--- src/hdl/brp_pkg.sv ---
// shared constants, types and the lowest-set-bit encoder for the recycle pool
`default_nettype none
package brp_pkg;

	localparam int POOL_SLOTS  = 64;
	localparam int HANDLE_BITS = 32;
	localparam int SLOT_BITS   = (POOL_SLOTS > 1) ? $clog2(POOL_SLOTS) : 1;
	localparam int SLOT_W      = 6;
	localparam int COUNT_W     = 32;

	typedef enum logic {
		MODE_ALLOC   = 1'b0,
		MODE_RELEASE = 1'b1
	} mode_t;

	typedef logic [POOL_SLOTS-1:0] slot_mask_t;
	typedef logic [SLOT_BITS-1:0]  slot_idx_t;

	typedef struct packed {
		logic      hit;
		slot_idx_t slot;
	} pick_t;

	// isolate the lowest set bit, then encode the one-hot word
	function automatic slot_idx_t lowest_idx(input slot_mask_t v);
		slot_mask_t iso;
		slot_idx_t  idx;
		iso = v & (~v + slot_mask_t'(1));
		idx = '0;
		for (int i = 0; i < POOL_SLOTS; i++) begin
			if (iso[i]) begin
				idx = idx | slot_idx_t'(i);
			end
		end
		return idx;
	endfunction

endpackage
`default_nettype wire

--- src/hdl/brp_slot_pick.sv ---
// slot picker: lowest occupied slot on allocate, lowest free slot on release
`default_nettype none
module brp_slot_pick
	import brp_pkg::*;
(
	input  wire mode_t      mode,
	input  wire slot_mask_t occ,
	output pick_t           pick
);

	slot_mask_t search;

	always_comb begin
		case (mode)
			MODE_ALLOC:   search = occ;
			MODE_RELEASE: search = ~occ;
			default:      search = occ;
		endcase
		pick.hit  = |search;
		pick.slot = lowest_idx(search);
	end

endmodule
`default_nettype wire

--- src/hdl/bitmap_recycle_pool.sv ---
// bitmap_recycle_pool: recycle pool of freed buffer handles with occupancy bitmap
//
// requests arrive on req_valid/req_ready with mode and release_handle; each request
// gives exactly one response beat on rsp_valid/rsp_ready.
// mode 0 allocates: the handle in the lowest occupied slot comes back with
// from_pool set, or from_pool stays low when the pool is empty.
// mode 1 releases: the handle goes to the lowest free slot, or dropped is set
// when every slot is full.
// in_use and peak_in_use report the counts after the request.
// a request beat passes one input register, then the picker and handle memory
// read into the response register.
// throughput is one request per cycle while the receiver does not stall; the loop
// that sets it is the occupancy bitmap, picked and updated in the same cycle.
// when the receiver stalls, the response register holds and req_ready drops
// once the input register is also full.
// reset empties the pool and clears both counts; handle storage is not cleared
// since a slot is only read after it has been written.
`default_nettype none
module bitmap_recycle_pool
	import brp_pkg::*;
(
	input  wire                    clk,
	input  wire                    arst_n,
	input  wire                    req_valid,
	output logic                   req_ready,
	input  wire                    mode,
	input  wire  [31:0]            release_handle,
	output logic                   rsp_valid,
	input  wire                    rsp_ready,
	output logic [31:0]            handle_out,
	output logic                   from_pool,
	output logic [SLOT_W-1:0]      slot_used,
	output logic                   dropped,
	output logic [COUNT_W-1:0]     in_use,
	output logic [COUNT_W-1:0]     peak_in_use
);

	logic                   valid_s1;
	mode_t                  mode_s1;
	logic [HANDLE_BITS-1:0] handle_s1;

	logic                   valid_s2;
	logic                   from_pool_s2;
	slot_idx_t              slot_s2;
	logic                   dropped_s2;

	slot_mask_t             occ_q;
	logic [COUNT_W-1:0]     in_use_q;
	logic [COUNT_W-1:0]     peak_q;

	logic [HANDLE_BITS-1:0] handle_mem [POOL_SLOTS];
	logic [HANDLE_BITS-1:0] rd_data_q;

	pick_t                  pick;
	logic                   adv_s1;
	logic                   is_alloc;
	logic [COUNT_W-1:0]     in_use_nxt;
	logic [COUNT_W-1:0]     peak_nxt;
	slot_mask_t             slot_bit;

	brp_slot_pick u_pick (
		.mode (mode_s1),
		.occ  (occ_q),
		.pick (pick)
	);

	assign adv_s1    = valid_s1 && (!valid_s2 || rsp_ready);
	assign req_ready = !valid_s1 || adv_s1;
	assign is_alloc  = (mode_s1 == MODE_ALLOC);
	assign slot_bit  = slot_mask_t'(1) << pick.slot;

	always_comb begin
		in_use_nxt = in_use_q;
		peak_nxt   = peak_q;
		if (is_alloc) begin
			if (in_use_q != '1) begin
				in_use_nxt = in_use_q + COUNT_W'(1);
			end
			if (in_use_nxt > peak_q) begin
				peak_nxt = in_use_nxt;
			end
		end else if (in_use_q != '0) begin
			in_use_nxt = in_use_q - COUNT_W'(1);
		end
	end

	always_ff @(posedge clk or negedge arst_n) begin
		if (!arst_n) begin
			valid_s1 <= 1'b0;
		end else if (req_ready) begin
			valid_s1 <= req_valid;
		end
	end

	always_ff @(posedge clk) begin
		if (req_ready && req_valid) begin
			mode_s1   <= mode_t'(mode);
			handle_s1 <= HANDLE_BITS'(release_handle);
		end
	end

	always_ff @(posedge clk or negedge arst_n) begin
		if (!arst_n) begin
			valid_s2 <= 1'b0;
			occ_q    <= '0;
			in_use_q <= '0;
			peak_q   <= '0;
		end else begin
			if (adv_s1) begin
				valid_s2 <= 1'b1;
			end else if (rsp_ready) begin
				valid_s2 <= 1'b0;
			end
			if (adv_s1) begin
				in_use_q <= in_use_nxt;
				peak_q   <= peak_nxt;
				if (pick.hit) begin
					if (is_alloc) begin
						occ_q <= occ_q & ~slot_bit;
					end else begin
						occ_q <= occ_q | slot_bit;
					end
				end
			end
		end
	end

	always_ff @(posedge clk) begin
		if (adv_s1) begin
			from_pool_s2 <= is_alloc && pick.hit;
			dropped_s2   <= !is_alloc && !pick.hit;
			slot_s2      <= pick.hit ? pick.slot : '0;
		end
	end

	// handle memory: written on a release that finds a free slot, read into a register on an allocate that hits
	always_ff @(posedge clk) begin
		if (adv_s1 && !is_alloc && pick.hit) begin
			handle_mem[pick.slot] <= handle_s1;
		end
		if (adv_s1 && is_alloc && pick.hit) begin
			rd_data_q <= handle_mem[pick.slot];
		end
	end

	assign rsp_valid   = valid_s2;
	assign handle_out  = from_pool_s2 ? 32'(rd_data_q) : 32'd0;
	assign from_pool   = from_pool_s2;
	assign slot_used   = SLOT_W'(slot_s2);
	assign dropped     = dropped_s2;
	assign in_use      = in_use_q;
	assign peak_in_use = peak_q;

endmodule
`default_nettype wire

--- config.mk ---
export PLATFORM = sky130hd
export DESIGN_NAME = bitmap_recycle_pool
export DESIGN_NICKNAME = d
export VERILOG_FILES = /design/src/hdl/brp_pkg.sv /design/src/hdl/brp_slot_pick.sv /design/src/hdl/bitmap_recycle_pool.sv
export SDC_FILE = /design/constraint.sdc
export NUM_CORES = 2
export LEC_CHECK = 0
export ABC_AREA = 0
export BUFFER_PORTS_ARGS = -buffer_cell sky130_fd_sc_hd__buf_2
export CAP_MARGIN = 0
export CORE_UTILIZATION = 25
export DETAILED_ROUTE_END_ITERATION = 12
export SYNTH_ARGS = -nofsm -noshare
export SYNTH_HDL_FRONTEND = slang
export SYNTH_SLANG_ARGS = --single-unit
--- constraint.sdc ---
create_clock -name clk -period 7.2 [get_ports clk]
set_clock_uncertainty 0.15 [all_clocks]
set_input_delay 0.72 -clock clk [delete_from_list [all_inputs] [get_ports clk]]
set_output_delay 0.72 -clock clk [all_outputs]
set_load 0.03 [all_outputs]
* Yosys cells after proc, flatten, opt, wreduce, memory -nomap -nowiden *
Memory sizes are Yosys's and may differ from the RTL's. A register that Yosys moved wholly into a read port is not among the register bits.
Index checks and enable logic that the tools add are counted.

operators by class
  add/subtract/negate cells = 3
  magnitude comparators = 1
  equality and inequality tests = 3
  shift operators = 1
  mux-type cells = 82
  bitwise logic cells = 7
  reduce and logical (&&, ||, !) cells = 20

operators by type and width
  kind                     count
  $mux W64                 5
  $mux W32                 8
  $mux W6                  32
  $not A64 Y64             3
  $and A64 B64 Y64         2
  $pmux W64 S2             1
  $mux W5                  16
  $add A64 B1 Y64 const B  1
  $or A64 B64 Y64          1
  $reduce_or A64 Y1        1
  $shl A1 B6 Y64 const A   1
  $add A32 B1 Y32 const B  1
  $gt A32 B32 Y1           1
  $mux W4                  8
  $ne A32 B32 Y1 const B   1
  $reduce_bool A32 Y1      1
  $sub A32 B1 Y32 const B  1
  $mux W3                  4
  $logic_and A1 B1 Y1      8
  $mux W1                  6
  $mux W2                  2
  $reduce_and A2 Y1        2
  $reduce_bool A2 Y1       2
  $logic_not A1 Y1         3
  5 further kinds          6

storage, ports and cells
  register bits after elaboration = 171
  bits in writable memories = 2048
  input bits = 37
  output and inout port bits = 106
  logic and storage cells = 128
  memories = 1

memories
  name        words  bits a word  rd ports  clocked after Yosys merged registers in  wr ports  RTL line                   RTL
  handle_mem  64     32           1         1                                        1         bitmap_recycle_pool.sv:51  logic [HANDLE_BITS-1:0] handle_mem [POOL_SLOTS];

* Logic depth before layout (Yosys ltp) *
  depth after elaboration = 76
  mapped depth = 25
  gate-level depth less buffers = 24

* Cells and area by module *
From an unflattened synthesis, not the netlist that was laid out.

unflattened totals
  cell total of the unflattened synthesis = 4421
  area, all modules = 90520.6 um^2

modules (own cells, without submodules)
  module               times used  cells each  area an instance (um^2)  sequential area each (um^2)
  bitmap_recycle_pool  1           3945        87521.4                  66944.2
  brp_slot_pick        1           476         2999.1                   0.0

* Worst setup path before layout *
Ideal clock, no wire load.

  path kind = register -> register
  start = register with a tool-made name
  end = memory handle_mem[35][0] (enable)
  setup time = 421 ps
  data arrival time = 5097 ps
  data required time = 6629 ps
  slack = 1532 ps
  stages on the path, launching flop included = 17
  path buffers = 6
  period minus slack after synthesis = 5668 ps
  cell sequence = dfrtp_1 -> buf_6 -> or4_4 -> mux2_4 -> or4_1 -> buf_2 -> or4_4 -> o2111ai_2 -> nor3_2 -> and2_4 -> buf_6 -> buf_2 -> buf_2 -> nor2_2 -> nand2_1 -> clkbuf_1 -> nor2_1

RTL lines
  what       RTL line
  to (decl)  bitmap_recycle_pool.sv:51

* Worst setup path in the final report *
  start = register mode_s1
  end = register rd_data_q[19], read port of handle_mem, data pin

between the ends
  word-level cells in the longest chain between the ends = 68
  elaborated cells between the ends (all ways) = 71
  classes of those cells = add/sub (1); mux (64); bitwise (3); reduce/logical (3)

RTL lines
  what                    RTL line                                        RTL
  from (decl)             bitmap_recycle_pool.sv:39                       mode_t mode_s1;
  from (signal assigned)  bitmap_recycle_pool.sv:97                       mode_s1 <= mode_t'(mode);
  $not A1 Y1              brp_slot_pick.sv:14, bitmap_recycle_pool.sv:69
  $pmux W64 S2            brp_slot_pick.sv:14                             case (mode)
  $not A64 Y64            brp_pkg.sv:28                                   iso = v & (~v + slot_mask_t'(1));
  $add A64 B1 Y64         brp_pkg.sv:28
  $and A64 B64 Y64        brp_pkg.sv:28
  $mux W1                 brp_pkg.sv:31                                   if (iso[i]) begin
  $mux W2 (2 in a row)    brp_pkg.sv:31
  $mux W3 (4 in a row)    brp_pkg.sv:31
  $mux W4 (8 in a row)    brp_pkg.sv:31
  $mux W5 (16 in a row)   brp_pkg.sv:31
  $mux W6 (32 in a row)   brp_pkg.sv:31
  to (decl)               bitmap_recycle_pool.sv:52                       logic [HANDLE_BITS-1:0] rd_data_q;

Several ways; a longest one is shown, not always the timed one.
A chain may end at the register's enable or synchronous reset.

==> qor.txt <==
Status = finished clean
Leak = 36.23 nW
Drt pass-1 iters = 6
Max Transition Viols Final = 0
CP endpoint kind = flip-flop
Initial Util = 25.16%
Starting DRC count in detailed routing = 10170
CP Launch Point = mode_s1
Ys Warns = 0
Post-place setup slack = 0.7747 ns
Slack of the critical path = 0.5732 ns
Number of global-route vias before repair = 60740
Synth cell types = 103
Post-CTS setup buffer count = 0
I/O pins = 143
FF+latch count, synth = 2251
Total CTS buffers = 234
Vias/cell = 5.244
Most used DFF post-synth = edfxtp_1
FF-to-FF setup slack = 0.57 ns
Port bufs = 142
Row cnt = 224
Critical Path Start Type = flip-flop
Reg-to-reg endpoint = rd_data_q[19]
Final hold viol count = 0
Number of flops mapped to enable cells by yosys = 2121
Unrepaired setup endpoints after global routing = false
Post-CTS sizing = 0
Asr flop ratio synth = 5.775%
Post-Syn Area per Cell = 13.10 µm²
Sequential area share after synthesis = 71.39%
Post-route ant nets = 0
Final HPWL DP = 192900 µm
Die Wd = 614.5 µm
Via Count = 65590
Tcrit/Tclk final = 92.04%
Cells after Synth = 7156
Gr ovfl total = 0
Share of cells above drive strength 1 = 12.29%
Highest Clock Rate = 0.1509 GHz
Max clock buf depth = 4
Layout Nets = 7395
Drt wl/cell = 27.04 µm
Clk sink count = 2251
Non-filler cells, final = 12510
Crit path kind = reg2reg
Post-Syn Nets = 7228
First-pass GRT wire length = 471400 µm
Placed Area = 101700 µm²
Rel. slew slack = 9.153%
Most frequent cells in the layout = edfxtp_1 (2121), nand2_1 (1522), nand3_1 (531)
Worst EP arrival = 6.99 ns
Most common cell after layout, fill and taps aside = edfxtp_1
# DRC = 0
Root Buffer = clkbuf_16
HP Class = in2reg
CP endpoint = rd_data_q[19]
# Max-Cap Violations = 0
R2r worst-path depth = 16
Worst slew pin tran = 1.353 ns
Final GP Congestion = 0.9198
CP max FO = 81
CTS H-tree lvls = 4
Min Tclk post-route = 6.627 ns
Dpl cells = 12020
Finished Cell Area = 109300 µm²
Clock Pin Slew Worst Setup and Hold Paths = 0.07 ns
CTS tree = yes
Core area = 372800 µm²
Initial antenna violation count = 22
Die area = 377600 µm²
Power Density = 361.9 nW/µm²
Max rail drop VDD = 0.0004107 V
Area grow syn2layout = 16.58%
Routed WL = 338100 µm
Skew-Pair Late Insertion Delay = 0.97 ns
GRT Util Overall = 17.20%
RR Startpoint = mode_s1
Largest net degree at the start of global routing = 163
Worst Path Required = 7.56 ns
Setup TNS = 0 ns
# setup viols final = 0
Mapped Area = 93780 µm²
Die H = 614.5 µm
## sequential cells by signal, summed over array words and instances, names as in the netlist, named ones only
name	count
handle_mem	2048
handle_s1	32
in_use	32
peak_in_use	32
rd_data_q	32
slot_used	6
dropped	1
from_pool	1
mode_s1	1
rsp_valid	1
valid_s1	1
## routing by layer
metal	GRT usage (%)	vias up	routed length [µm]
li1	-	27580	-
met1	23.24	33310	133500
met2	27.32	4033	154200
met3	3.264	660	36470
met4	6.444	4	13980
met5	0	-	20
## cells by family after synthesis
| kind of cell | count (synthesis) | synth area share [%] |
|---|---|---|
| AO/OA/AOI/OAI | 1374 | 10.09 |
| XOR/XNOR | 64 | 0.5977 |
| adder cells (fa/ha/maj) | 35 | 0.4670 |
| buffers and inverters | 571 | 2.911 |
| flip-flops | 2251 | 71.39 |
| multiplexers | 62 | 0.7098 |
| AND/OR/NAND/NOR | 2799 | 13.84 |
## worst max-delay path, cell delays in order, from the launching register on
cell and delay [ns]:
edfxtp_1 0.37, buf_12 0.30, buf_4 0.62, nand4_1 0.26
or2_2 0.40, a221oi_2 0.46, nand3_1 0.18, nor3b_1 0.69
or4_1 0.42, nor2_4 0.16, inv_16 0.25, buf_12 0.37
buf_4 0.38, a31oi_1 0.16, a32oi_1 0.25, and4_1 0.31
nand4_1 0.27
## through the flow
step	total power, W	utilization (%)	hold WS [ns]
3_3_place_gp	0.02779	27.28	0.3249
4_1_cts	0.03953	29.31	0.2758
3_5_place_dp	0.02796	27.28	0.3285
5_1_grt	0.04111	29.32	0.3238
6_report	0.03957	29.33	0.3393
2_1_floorplan	0.02392	-	0.2744
## synthesized netlist by cell type (8+ instances only)
cell type | n | share of area, %
a32oi_1 | 59 | 0.55
a31o_2 | 13 | 0.12
a32o_1 | 36 | 0.38
clkbuf_1 | 193 | 0.77
a211oi_1 | 172 | 1.4
a31oi_1 | 265 | 1.8
or4_1 | 24 | 0.19
nor3_1 | 50 | 0.27
nand2b_1 | 28 | 0.19
o22ai_1 | 27 | 0.18
nand4b_1 | 11 | 0.10
and4_1 | 27 | 0.25
a22oi_1 | 19 | 0.15
nor2b_1 | 11 | 0.073
or3_1 | 16 | 0.11
a21o_1 | 154 | 1.2
a22o_1 | 8 | 0.075
nand3_1 | 531 | 2.8
o21a_1 | 8 | 0.064
a221oi_1 | 67 | 0.63
o21ai_0 | 172 | 0.92
mux2i_1 | 29 | 0.31
xnor2_1 | 45 | 0.42
and3_1 | 190 | 1.3
o32ai_1 | 11 | 0.10
nor2_1 | 140 | 0.56
buf_4 | 42 | 0.34
buf_2 | 242 | 1.3
dfrtp_1 | 130 | 3.5
and2_1 | 45 | 0.30
nor4_1 | 33 | 0.22
nand2_1 | 1526 | 6.1
a21oi_1 | 229 | 1.2
inv_1 | 46 | 0.18
buf_6 | 16 | 0.19
nor3_2 | 8 | 0.085
a21boi_0 | 11 | 0.088
ha_1 | 35 | 0.47
edfxtp_1 | 2121 | 68
xor2_1 | 19 | 0.18
nand4_1 | 92 | 0.61
mux2_2 | 32 | 0.38
nor3b_1 | 12 | 0.096
buf_1 | 27 | 0.11
a311oi_1 | 46 | 0.43
## worst min-delay path by stage
stage	cells after the start	from	end	slack, ns
final	2	release_handle[2]	handle_s1[2]	0.34
after global routing	2	release_handle[2]	handle_s1[2]	0.32
after CTS	2	release_handle[2]	handle_s1[2]	0.28
after detailed placement	1	valid_s1	rsp_valid	0.33
after global placement	1	valid_s1	rsp_valid	0.32
after floorplan	0	arst_n	asynchronous set/reset pin	0.27
## timing repair
action,in CTS,in global routing
hold endpoints to repair,119,0
hold buffers,37,0
setup endpoints to repair,0,0
## cell type report
cell class                 count  area (µm²)
sequential                  2251       66940
inverter                      49       209.0
clock buffer                 289        6113
fill                       37430      263400
timing repair buffer         453        3958
multi-input combinational   4334       24730
clock inverter               135        1097
tap                         4972        6221
antenna                       23       57.56
## power breakdown
group          internal [W]  switching, W  leakage [nW]
sequential           0.0147      0.000373          20.8
clock               0.00647       0.00519          3.54
combinational       0.00380       0.00900          11.9
total                0.0250        0.0146          36.2
Note: power is estimated with default switching activity, not from simulation.
